===== config.mk =====
export PLATFORM = sky130hd
export DESIGN_NAME = cdp_acc_flat
export DESIGN_NICKNAME = d
export VERILOG_FILES = /design/src/hdl/cdp_pkg.sv /design/src/hdl/cdp_if.sv /design/src/hdl/cdp_acc.sv /design/src/flat_wrapper.sv
export VERILOG_INCLUDE_DIRS = /design/src /design/src/hdl
export SDC_FILE = /design/constraint.sdc
export NUM_CORES = 1
export LEC_CHECK = 0
export BUFFER_PORTS_ARGS = -buffer_cell sky130_fd_sc_hd__buf_2
export CORE_ASPECT_RATIO = 1.25
export CORE_MARGIN = 1
export CORE_UTILIZATION = 50
export CTS_BUF_LIST = sky130_fd_sc_hd__clkbuf_2
export DETAILED_ROUTE_END_ITERATION = 8
export MAX_ROUTING_LAYER = met4
export PLACE_DENSITY_LB_ADDON = 0.05
export SLEW_MARGIN = 20
export SYNTH_ARGS = -nofsm -noshare
export SYNTH_HDL_FRONTEND = slang
export SYNTH_SLANG_ARGS = --single-unit
export TNS_END_PERCENT = 5

===== constraint.sdc =====
create_clock -name i_clk -period 13.3 [get_ports i_clk]
set_input_delay 2.66 -clock i_clk [delete_from_list [all_inputs] [get_ports i_clk]]
set_output_delay 2.66 -clock i_clk [all_outputs]
set_load 0.01 [all_outputs]

===== src/hdl/complex_dot_product_mac_macros.svh =====
// Assertion macros for the complex dot product MAC.
// Needs i_clk and the active-low i_rst_n in the scope of the including module.
`ifndef COMPLEX_DOT_PRODUCT_MAC_MACROS_SVH
`define COMPLEX_DOT_PRODUCT_MAC_MACROS_SVH

// Consequent checked in the same cycle as the antecedent
`define CDP_ASSERT_SAME(lbl, ante, cons) \
    lbl: assert property (@(posedge i_clk) disable iff (!i_rst_n) (ante) |-> (cons)) \
        else $error("cdp assertion failed");

// Consequent checked in the cycle after the antecedent
`define CDP_ASSERT_NEXT(lbl, ante, cons) \
    lbl: assert property (@(posedge i_clk) disable iff (!i_rst_n) (ante) |=> (cons)) \
        else $error("cdp assertion failed");

`endif


===== src/hdl/cdp_pkg.sv =====
// Shared widths and types for the complex dot product MAC.
// No dependencies.
`timescale 1ns / 1ps
`default_nettype none

package cdp_pkg;

    localparam int IN_W  = 32;
    localparam int ACC_W = 64;
    // three 64-bit signed terms summed exactly need two guard bits
    localparam int SUM_W = ACC_W + 2;

    localparam logic signed [ACC_W-1:0] ACC_MAX = {1'b0, {(ACC_W-1){1'b1}}};
    localparam logic signed [ACC_W-1:0] ACC_MIN = {1'b1, {(ACC_W-1){1'b0}}};

    // registered products of one element pair, with its controls
    typedef struct packed {
        logic                    mode;
        logic                    last;
        logic signed [ACC_W-1:0] rr;
        logic signed [ACC_W-1:0] ii;
        logic signed [ACC_W-1:0] ir;
        logic signed [ACC_W-1:0] ri;
    } t_terms;

endpackage

`default_nettype wire


===== src/hdl/cdp_if.sv =====
// Valid/ready stream interfaces for the element pairs and the results.
// Depends on cdp_pkg for the field widths.
`timescale 1ns / 1ps
`default_nettype none


interface cdp_out_if;
    logic                             valid;
    logic                             ready;
    logic signed [cdp_pkg::ACC_W-1:0] dot_real;
    logic signed [cdp_pkg::ACC_W-1:0] dot_imag;
    logic                             saturated;

    modport source (output valid, dot_real, dot_imag, saturated, input ready);
    modport sink   (input valid, dot_real, dot_imag, saturated, output ready);
endinterface

`default_nettype wire


===== src/hdl/cdp_acc.sv =====
// Saturating accumulators, sticky clip flag and the result register.
// Depends on cdp_pkg, cdp_out_if and the assertion macro header.
`timescale 1ns / 1ps
`default_nettype none

`include "complex_dot_product_mac_macros.svh"

module cdp_acc (
    input  wire logic          i_clk,
    input  wire logic          i_rst_n,
    input  wire logic          i_s1_vld,
    input  cdp_pkg::t_terms    i_terms,
    output logic               o_s1_adv,
    cdp_out_if.source          o_out_chan
);

    logic signed [cdp_pkg::ACC_W-1:0] r_acc_real;
    logic signed [cdp_pkg::ACC_W-1:0] r_acc_imag;
    logic                             r_sticky;
    logic                             r_o_vld;
    logic signed [cdp_pkg::ACC_W-1:0] r_dot_real;
    logic signed [cdp_pkg::ACC_W-1:0] r_dot_imag;
    logic                             r_dot_sat;

    logic signed [cdp_pkg::SUM_W-1:0] sum_real;
    logic signed [cdp_pkg::SUM_W-1:0] sum_imag;
    logic signed [cdp_pkg::ACC_W-1:0] n_acc_real;
    logic signed [cdp_pkg::ACC_W-1:0] n_acc_imag;
    logic                             clip_real;
    logic                             clip_imag;
    logic                             clip;
    logic                             fin;

    always_comb begin
        sum_real = cdp_pkg::SUM_W'(i_terms.rr) + cdp_pkg::SUM_W'(r_acc_real)
                 + (i_terms.mode ? cdp_pkg::SUM_W'(i_terms.ii) : '0);
        sum_imag = cdp_pkg::SUM_W'(r_acc_imag) + cdp_pkg::SUM_W'(i_terms.ir)
                 - cdp_pkg::SUM_W'(i_terms.ri);

        // out of range when the top three bits disagree
        clip_real = !(sum_real[cdp_pkg::SUM_W-1:cdp_pkg::ACC_W-1] == 3'b000 ||
                      sum_real[cdp_pkg::SUM_W-1:cdp_pkg::ACC_W-1] == 3'b111);
        clip_imag = i_terms.mode &&
                    !(sum_imag[cdp_pkg::SUM_W-1:cdp_pkg::ACC_W-1] == 3'b000 ||
                      sum_imag[cdp_pkg::SUM_W-1:cdp_pkg::ACC_W-1] == 3'b111);

        if (clip_real) begin
            n_acc_real = sum_real[cdp_pkg::SUM_W-1] ? cdp_pkg::ACC_MIN : cdp_pkg::ACC_MAX;
        end else begin
            n_acc_real = sum_real[cdp_pkg::ACC_W-1:0];
        end

        // real mode leaves the imaginary sum untouched
        if (!i_terms.mode) begin
            n_acc_imag = r_acc_imag;
        end else if (clip_imag) begin
            n_acc_imag = sum_imag[cdp_pkg::SUM_W-1] ? cdp_pkg::ACC_MIN : cdp_pkg::ACC_MAX;
        end else begin
            n_acc_imag = sum_imag[cdp_pkg::ACC_W-1:0];
        end

        clip = clip_real || clip_imag;
    end

    // a last request waits only while an unread result sits in the output register
    assign o_s1_adv = i_s1_vld && (!i_terms.last || !r_o_vld || o_out_chan.ready);
    assign fin      = o_s1_adv && i_terms.last;

    always_ff @(posedge i_clk) begin
        if (!i_rst_n) begin
            r_acc_real <= '0;
            r_acc_imag <= '0;
            r_sticky   <= 1'b0;
        end else if (fin) begin
            r_acc_real <= '0;
            r_acc_imag <= '0;
            r_sticky   <= 1'b0;
        end else if (o_s1_adv) begin
            r_acc_real <= n_acc_real;
            r_acc_imag <= n_acc_imag;
            r_sticky   <= r_sticky || clip;
        end
    end

    always_ff @(posedge i_clk) begin
        if (!i_rst_n) begin
            r_o_vld <= 1'b0;
        end else if (fin) begin
            r_o_vld <= 1'b1;
        end else if (o_out_chan.ready) begin
            r_o_vld <= 1'b0;
        end
    end

    always_ff @(posedge i_clk) begin
        if (fin) begin
            r_dot_real <= n_acc_real;
            r_dot_imag <= i_terms.mode ? n_acc_imag : '0;
            r_dot_sat  <= r_sticky || clip;
        end
    end

    assign o_out_chan.valid     = r_o_vld;
    assign o_out_chan.dot_real  = r_dot_real;
    assign o_out_chan.dot_imag  = r_dot_imag;
    assign o_out_chan.saturated = r_dot_sat;

    `CDP_ASSERT_NEXT(a_clear_after_last, fin, r_acc_real == '0 && r_acc_imag == '0 && !r_sticky)
    `CDP_ASSERT_NEXT(a_result_follows_last, fin, o_out_chan.valid)
    `CDP_ASSERT_NEXT(a_clip_reported, fin && clip, o_out_chan.saturated)
    `CDP_ASSERT_SAME(a_no_overwrite, fin && r_o_vld, o_out_chan.ready)

endmodule

`default_nettype wire


===== src/flat_wrapper.sv =====
// flat-port wrapper written by rule: the top's interface ports become plain ports
module cdp_acc_flat 
  (i_clk, i_rst_n, i_s1_vld, i_terms, o_s1_adv, o_out_chan_valid, o_out_chan_dot_real, o_out_chan_dot_imag, o_out_chan_saturated, o_out_chan_ready);
  cdp_out_if o_out_chan_i ();
  input  wire logic i_clk;
  input  wire logic i_rst_n;
  input  wire logic i_s1_vld;
  input  cdp_pkg::t_terms i_terms;
  output logic o_s1_adv;
  output wire logic [$bits(o_out_chan_i.valid)-1:0] o_out_chan_valid;
  output wire logic [$bits(o_out_chan_i.dot_real)-1:0] o_out_chan_dot_real;
  output wire logic [$bits(o_out_chan_i.dot_imag)-1:0] o_out_chan_dot_imag;
  output wire logic [$bits(o_out_chan_i.saturated)-1:0] o_out_chan_saturated;
  input wire logic [$bits(o_out_chan_i.ready)-1:0] o_out_chan_ready;
  assign o_out_chan_valid = o_out_chan_i.valid;
  assign o_out_chan_dot_real = o_out_chan_i.dot_real;
  assign o_out_chan_dot_imag = o_out_chan_i.dot_imag;
  assign o_out_chan_saturated = o_out_chan_i.saturated;
  assign o_out_chan_i.ready = o_out_chan_ready;
  cdp_acc u_core (.i_clk(i_clk), .i_rst_n(i_rst_n), .i_s1_vld(i_s1_vld), .i_terms(i_terms), .o_s1_adv(o_s1_adv), .o_out_chan(o_out_chan_i));
endmodule

==> run_results.csv, run 1 <==
group,metric,value,unit
run_status,run_status,"complete, no violations",
clock_tree,cts_max_level,3,
cells_and_area,drive_gt1_share,17.2,%
placement,place.gp.congestion,1.02,
sta,skew,99.7,ps
placement,io_buffers,392,
pwr,p_per_area,240,mW/mm^2
routing,wl_per_cell,20.0,um
synthesis,synth_common_cells,"323 x inv_1, 305 x nand2_1, 287 x a21oi_1",
routing,via_per_inst,5.84,
critical_path,critPathMaxFanout,64,
hold_path,hold_class,"register to register",
sta,rsz0062_at_grt,"no",
sta,period_needed,9250,ps
clock_tree,cts_tree,"built",
sta,post-route-period-util,69.6,%
cells_and_area,layout.cells.non_filler,3940,
sta,finalMaxSlewViolations,0,
sta,maxSlewHeadroom,30.1,%
critical_path,crit_slowest_cell,"a221oi_1",
clock_tree,cts_hold_buf,0,
synthesis,yosys.area.top_type,"edfxtp_1",
clock_tree,clk_pin_slew,100,ps
synthesis,synthFlopType,"dfxtp_1",
routing,top_layer,"met4",
floorplan,core.rowCount,88,
global_routing,grt_usage,33.2,%
sta,setup_viol,0,
sta,max_slew.worst_pin.slew,1050,ps
synthesis,synth_area_per_cell,8.08,um^2
synthesis,synthesis.area,0.0237,mm^2
critical_path,arrival,10170,ps
synthesis,synth_enable_flop_cells,129,
pwr,clockPowerShare,10.6,%
floorplan,die_area,0.0483,mm^2
floorplan,io_pins,393,
pwr,comb_power_share,68.0,%
sta,hold_ws,467,ps
clock_tree,clk_latency,1120,ps
synthesis,synth.top_cells.by_area,"edfxtp_1 16%, dfxtp_1 11%, ha_1 10%",
clock_tree,cts-buffers-inserted,72,
pwr,p_switching,3.34,mW
synthesis,syn_inst,2934,
pwr,leakage,12.7,nW
global_routing,antenna_found_initial,2,
routing,wirelength,78900,um
routing,drc_errors,0,
sta,final-hold-violation-count,0,
global_routing,gr-total-overflow,0,
routing,vias,23000,
floorplan,dieHeight,245,um
critical_path,cp_slowest_stage_delay,690,ps
synthesis,yosysMostFrequentCell,"inv_1",
cells_and_area,final_nets,3775,
routing,met2_length,39500,um
critical_path,path_class,"input pin to register",
synthesis,ys.warnings.count,0,
global_routing,grt_pass1_wl,122000,um
floorplan,core,0.0465,mm^2
pwr,seqPwrFrac,21.3,%
clock_tree,post-cts-setup-buffers,0,
sta,setup_tns,0,ps
pwr,p_sw_share,52.1,%
routing,antenna_left,0,
global_routing,grt_max_degree,99,
clock_tree,cts_buffer_depth,3,
placement,dp_hpwl,60900,um
routing,detail_route.first_pass.iterations,5,
global_routing,grt_pass1_vias,23000,
synthesis,synth_seq_cells,259,
routing,wl_met1,30800,um
sta,max_freq,0.108,GHz
routing,wl_met3,4440,um
clock_tree,ctsResizeCount,0,
run,drv_cap,0,
synthesis,yosysTopAreaCellShare,16.3,%
floorplan,die_w,197,um
pwr,peakVddDrop,0.228,mV
floorplan,initial_core_util,51.0,%
placement,placed_cells,3807,
critical_path,critPathRequiredTime,14220,ps
synthesis,synth_cell_type_count,88,
pwr,p_int,3.07,mW
critical_path,worstSetupEndpointType,"register",
synthesis,yosysSeqAreaShare,27.3,%
synthesis,async_flop_share,0,%
synthesis,syn_nets,3458,
cells_and_area,syn_to_final_growth,12.7,%
critical_path,start_kind,"input pin",
clock_tree,clock_sinks,259,
routing,drtIter0Drc,1415,
clock_tree,cts-root-buf,"clkbuf_2",
## critical path, delay by kind of cell
family	cells	cell delay, ps
AO/OA/AOI/OAI	13	4080
AND/OR/NAND/NOR	6	1430
buffers and inverters	3	840
adder cells (fa/ha/maj)	3	730
multiplexers	1	200
XOR/XNOR	1	180
## routing by layer
layer	global-route usage, %	vias up
met4	18.2	0
met3	4.84	201
met1	36.5	10800
met5	-	-
li1	-	11100
met2	57.7	834
## path summary, 6_finish.rpt
kind,startpoint,cells past startpoint,slack (ps),to
max reg2reg,u_core.r_acc_real[0]$_SDFFE_PP0P_,26,5430,u_core.r_acc_real[50]$_SDFFE_PP0P_
max,i_terms[192],27,4050,u_core.r_acc_real[50]$_SDFFE_PP0P_
min,u_core.r_acc_imag[3]$_SDFFE_PP0P_,2,470,u_core.r_acc_imag[3]$_SDFFE_PP0P_
min reg2reg,u_core.r_acc_imag[3]$_SDFFE_PP0P_,2,470,u_core.r_acc_imag[3]$_SDFFE_PP0P_
## registers in the layout (all words and copies together), names as in the netlist
| signal | count |
|---|---|
| u_core.o_out_chan.dot_imag | 64 |
| u_core.o_out_chan.dot_real | 64 |
| u_core.o_out_chan.saturated | 1 |
| u_core.o_out_chan.valid | 1 |
| u_core.r_acc_imag | 64 |
| u_core.r_acc_real | 64 |
| u_core.r_sticky | 1 |
## cell families after synthesis
logic type | Yosys count | share of synthesized area, %
AO/OA/AOI/OAI | 962 | 26.4
AND/OR/NAND/NOR | 782 | 15.7
buffers and inverters | 490 | 7.99
adder cells (fa/ha/maj) | 262 | 15.9
flip-flops | 259 | 27.3
XOR/XNOR | 174 | 6.43
multiplexers | 5 | 0.216
## area by class of cell
class | count | area, um^2
Fill cell | 4521 | 19700
Clock buffer | 102 | 510
Timing Repair Buffer | 409 | 2090
Sequential cell | 259 | 6480
Multi-Input combinational cell | 2185 | 15400
Antenna cell | 4 | 10.0
Tap cell | 630 | 788
Inverter | 324 | 1220
Clock inverter | 27 | 233
## stage by stage
step / utilization (%) / cell area (um^2) / worst slack [ps] / total power, mW
2_1_floorplan: - / 23700 / 5120 / 4.45
3_3_place_gp: 55.9 / 26000 / 3340 / 5.63
3_5_place_dp: 55.9 / 26000 / 3130 / 5.68
4_1_cts: 57.5 / 26700 / 4280 / 6.40
5_1_grt: 57.5 / 26700 / 3810 / 6.91
6_report: 57.5 / 26700 / 4050 / 6.42
## power by group through the flow
stage / registers (mW) / clock network [mW] / logic (mW)
2_1_floorplan: 1.41 / 0 / 3.04
3_3_place_gp: 1.38 / 0 / 4.25
3_5_place_dp: 1.38 / 0 / 4.30
4_1_cts: 1.37 / 0.702 / 4.33
5_1_grt: 1.39 / 0.737 / 4.79
6_report: 1.37 / 0.682 / 4.36
## layout by cell type (no fill, tap or decap), types with 102 or more instances in the layout
cell      count
ha_1        196
nand2_1     305
a21oi_1     286
dfxtp_1     130
o21ai_0     188
buf_2       392
nor2_1      141
inv_1       321
xnor2_1     107
edfxtp_1    129
a21o_1      116
clkbuf_2    102
(Power assumes the default switching activity.)
==> run 2: changes to the inputs <==
--- a/config.mk
+++ b/config.mk
@@ -6,6 +6,7 @@
 export SDC_FILE = /design/constraint.sdc
 export NUM_CORES = 1
 export LEC_CHECK = 0
+export ABC_AREA = 1
 export BUFFER_PORTS_ARGS = -buffer_cell sky130_fd_sc_hd__buf_2
 export CORE_ASPECT_RATIO = 1.25
 export CORE_MARGIN = 1
==> constraint.sdc (replaced) <==
create_clock -name i_clk -period 8.5 [get_ports i_clk]
set_input_delay 1.7 -clock i_clk [delete_from_list [all_inputs] [get_ports i_clk]]
set_output_delay 1.7 -clock i_clk [all_outputs]
set_load 0.01 [all_outputs]
==> run 2 against run 1 <==
Routed wire length up 25%. Critical endpoint is now u_core.r_acc_real[47]$_SDFFE_PP0P_. Flip-flop and latch count unchanged. Count of clock-buffer cells in the layout up 8. Non-clock buffer count up 5.
==> run_results.csv, run 2 <==
group,metric,value,unit
sta,max_slew.worst_pin.slew,1210,ps
sta,maxSlewHeadroom,18.3,%
sta,post-route-period-util,78.2,%
synthesis,ys.warnings.count,0,
critical_path,critPathMaxFanout,34,
critical_path,worstSetupEndpointType,"register",
pwr,peakVddDrop,0.200,mV
cells_and_area,syn_to_final_growth,12.3,%
cells_and_area,final_cell_mix,"1002 x nand2_1, 807 x inv_1, 517 x nor2_1",
floorplan,initial_core_util,50.6,%
sta,setup_viol,0,
synthesis,synth_area_per_cell,6.41,um^2
synthesis,synthFlopType,"dfxtp_1",
routing,wl_per_cell,18.6,um
sta,finalMaxSlewViolations,0,
synthesis,syn_inst,4153,
global_routing,grt_pass1_wl,148000,um
clock_tree,clk_latency,1090,ps
synthesis,syn_nets,4677,
routing,antenna_left,0,
clock_tree,clock_sinks,259,
synthesis,synth_seq_cells,259,
placement,dp_hpwl,81300,um
cells_and_area,final_nets,5074,
clock_tree,cts-root-buf,"clkbuf_2",
floorplan,dieHeight,260,um
floorplan,die_area,0.0541,mm^2
routing,wirelength,98300,um
routing,drc_errors,0,
placement,io_buffers,392,
synthesis,async_flop_share,0,%
critical_path,arrival,7520,ps
global_routing,antenna_found_initial,4,
global_routing,grt_max_degree,76,
critical_path,cp_common_cell,"nand2_1",
routing,detail_route.first_pass.iterations,6,
clock_tree,cts-buffers-inserted,68,
sta,rsz0062_at_grt,"no",
floorplan,io_pins,393,
placement,pre_cts_ws,913,ps
synthesis,yosys.area.top_type,"edfxtp_1",
cells_and_area,drive_gt1_share,12.9,%
sta,setup_tns,0,ps
run_status,run_status,"complete, no violations",
sta,layout_setup_ws,1850,ps
floorplan,core.rowCount,94,
floorplan,core,0.0526,mm^2
sta,skew,130,ps
clock_tree,cts_buffer_depth,3,
synthesis,yosysMostFrequentCell,"nand2_1",
clock_tree,post-cts-setup-buffers,0,
synthesis,yosysSeqAreaShare,24.3,%
sta,period_needed,6650,ps
routing,vias,28000,
cells_and_area,final_common_cell,"nand2_1",
clock_tree,cts_hold_buf,0,
routing,via_per_inst,5.30,
global_routing,grt_pass1_vias,27700,
synthesis,synth_common_cells,"1004 x nand2_1, 810 x inv_1, 518 x nor2_1",
synthesis,yosysTopAreaCellShare,14.6,%
sta,max_freq,0.150,GHz
critical_path,path_class,"input pin to register",
pwr,leakage,16.3,nW
critical_path,crit_slowest_cell,"o21ai_4",
synthesis,synth_cell_type_count,55,
placement,place.gp.congestion,1.06,
synthesis,synth.top_cells.by_area,"edfxtp_1 15%, nand2_1 14%, inv_1 11%",
run,drv_cap,0,
clock_tree,cts_max_level,3,
clock_tree,ctsResizeCount,0,
routing,drtIter0Drc,2028,
global_routing,grt_usage,36.8,%
critical_path,cp_slowest_stage_delay,770,ps
pwr,p_per_area,255,mW/mm^2
global_routing,gr-total-overflow,0,
critical_path,critPathRequiredTime,9370,ps
pwr,total_power,7.60,mW
clock_tree,clk_pin_slew,100,ps
floorplan,die_w,208,um
sta,final-hold-violation-count,0,
hold_path,hold_class,"register to register",
clock_tree,cts_tree,"built",
synthesis,synth_enable_flop_cells,129,
critical_path,start_kind,"input pin",
synthesis,synthesis.area,0.0266,mm^2
==> run 2: cell count changes after synthesis, sizes merged, moves of 80 or more <==
cell,before,now
nand2,305,1036
inv,323,811
nor2,142,525
nand3,49,204
a21oi,287,397
a21o,117,19
clkbuf,130,50
==> run 2: routing by layer <==
metal  vias up  wire [um]  GRT usage (%)
met5         -          0              -
met3       311       4580           4.60
li1      14000          -              -
met2       879      50100           66.5
met4         0       7110           24.4
met1     12800      36500           37.3
==> run 2: stage by stage <==
| stage | util [%] | std cells | area (um^2) | hold slack (ps) |
|---|---|---|---|---|
| floorplan | - | 4153 | 26600 | 516 |
| global placement | 55.5 | 5152 | 29200 | 535 |
| detailed placement | 55.5 | 5152 | 29200 | 547 |
| CTS | 56.8 | 5275 | 29900 | 562 |
| global route | 56.8 | 5281 | 29900 | 594 |
| finish | 56.8 | 5281 | 29900 | 564 |
==> run 2: final timing paths <==
kind / startpoint / to / slack, ps / depth (start not counted)
max: i_terms[192] / u_core.r_acc_real[47]$_SDFFE_PP0P_ / 1850 / 32
min: u_core.r_acc_imag[16]$_SDFFE_PP0P_ / u_core.r_acc_imag[16]$_SDFFE_PP0P_ / 560 / 4
max reg2reg: u_core.r_acc_real[0]$_SDFFE_PP0P_ / u_core.r_acc_real[47]$_SDFFE_PP0P_ / 2190 / 31
min reg2reg: u_core.r_acc_imag[16]$_SDFFE_PP0P_ / u_core.r_acc_imag[16]$_SDFFE_PP0P_ / 560 / 4
==> run 2: final cells by class <==
class / count / area, um^2
fillers: 5684 / 22700
multi-input cells: 2995 / 16700
flip-flops and latches: 259 / 6480
inverters: 812 / 3050
repair buffers: 414 / 2160
well taps: 672 / 841
clock buffers: 110 / 551
clock inverters: 13 / 104
diodes: 6 / 15.0
==> run 2: cell families (layout without fill, tap and decap cells) <==
logic type / Yosys count / count (layout) / share of synthesized area (%)
AO/OA/AOI/OAI: 729 / 729 / 14.9
other: 0 / 6 / 0
flip-flops: 259 / 259 / 24.3
buffers and inverters: 899 / 1349 / 13.1
adder cells (fa/ha/maj): 262 / 262 / 14.2
AND/OR/NAND/NOR: 1848 / 1848 / 28.3
XOR/XNOR: 156 / 156 / 5.14
==> run 2: power by group <==
part | switching (mW) | leakage [nW] | internal, mW
clock | 0.566 | 0.512 | 0.398
sequential | 0.101 | 2.29 | 1.66
combinational | 3.35 | 13.5 | 1.53
total | 4.01 | 16.3 | 3.59
==> run 2: worst max-delay path: cells and delay by family <==
family	cells	cell delay [ps]
AND/OR/NAND/NOR	14	1650
buffers and inverters	7	710
adder cells (fa/ha/maj)	3	930
AO/OA/AOI/OAI	8	2480
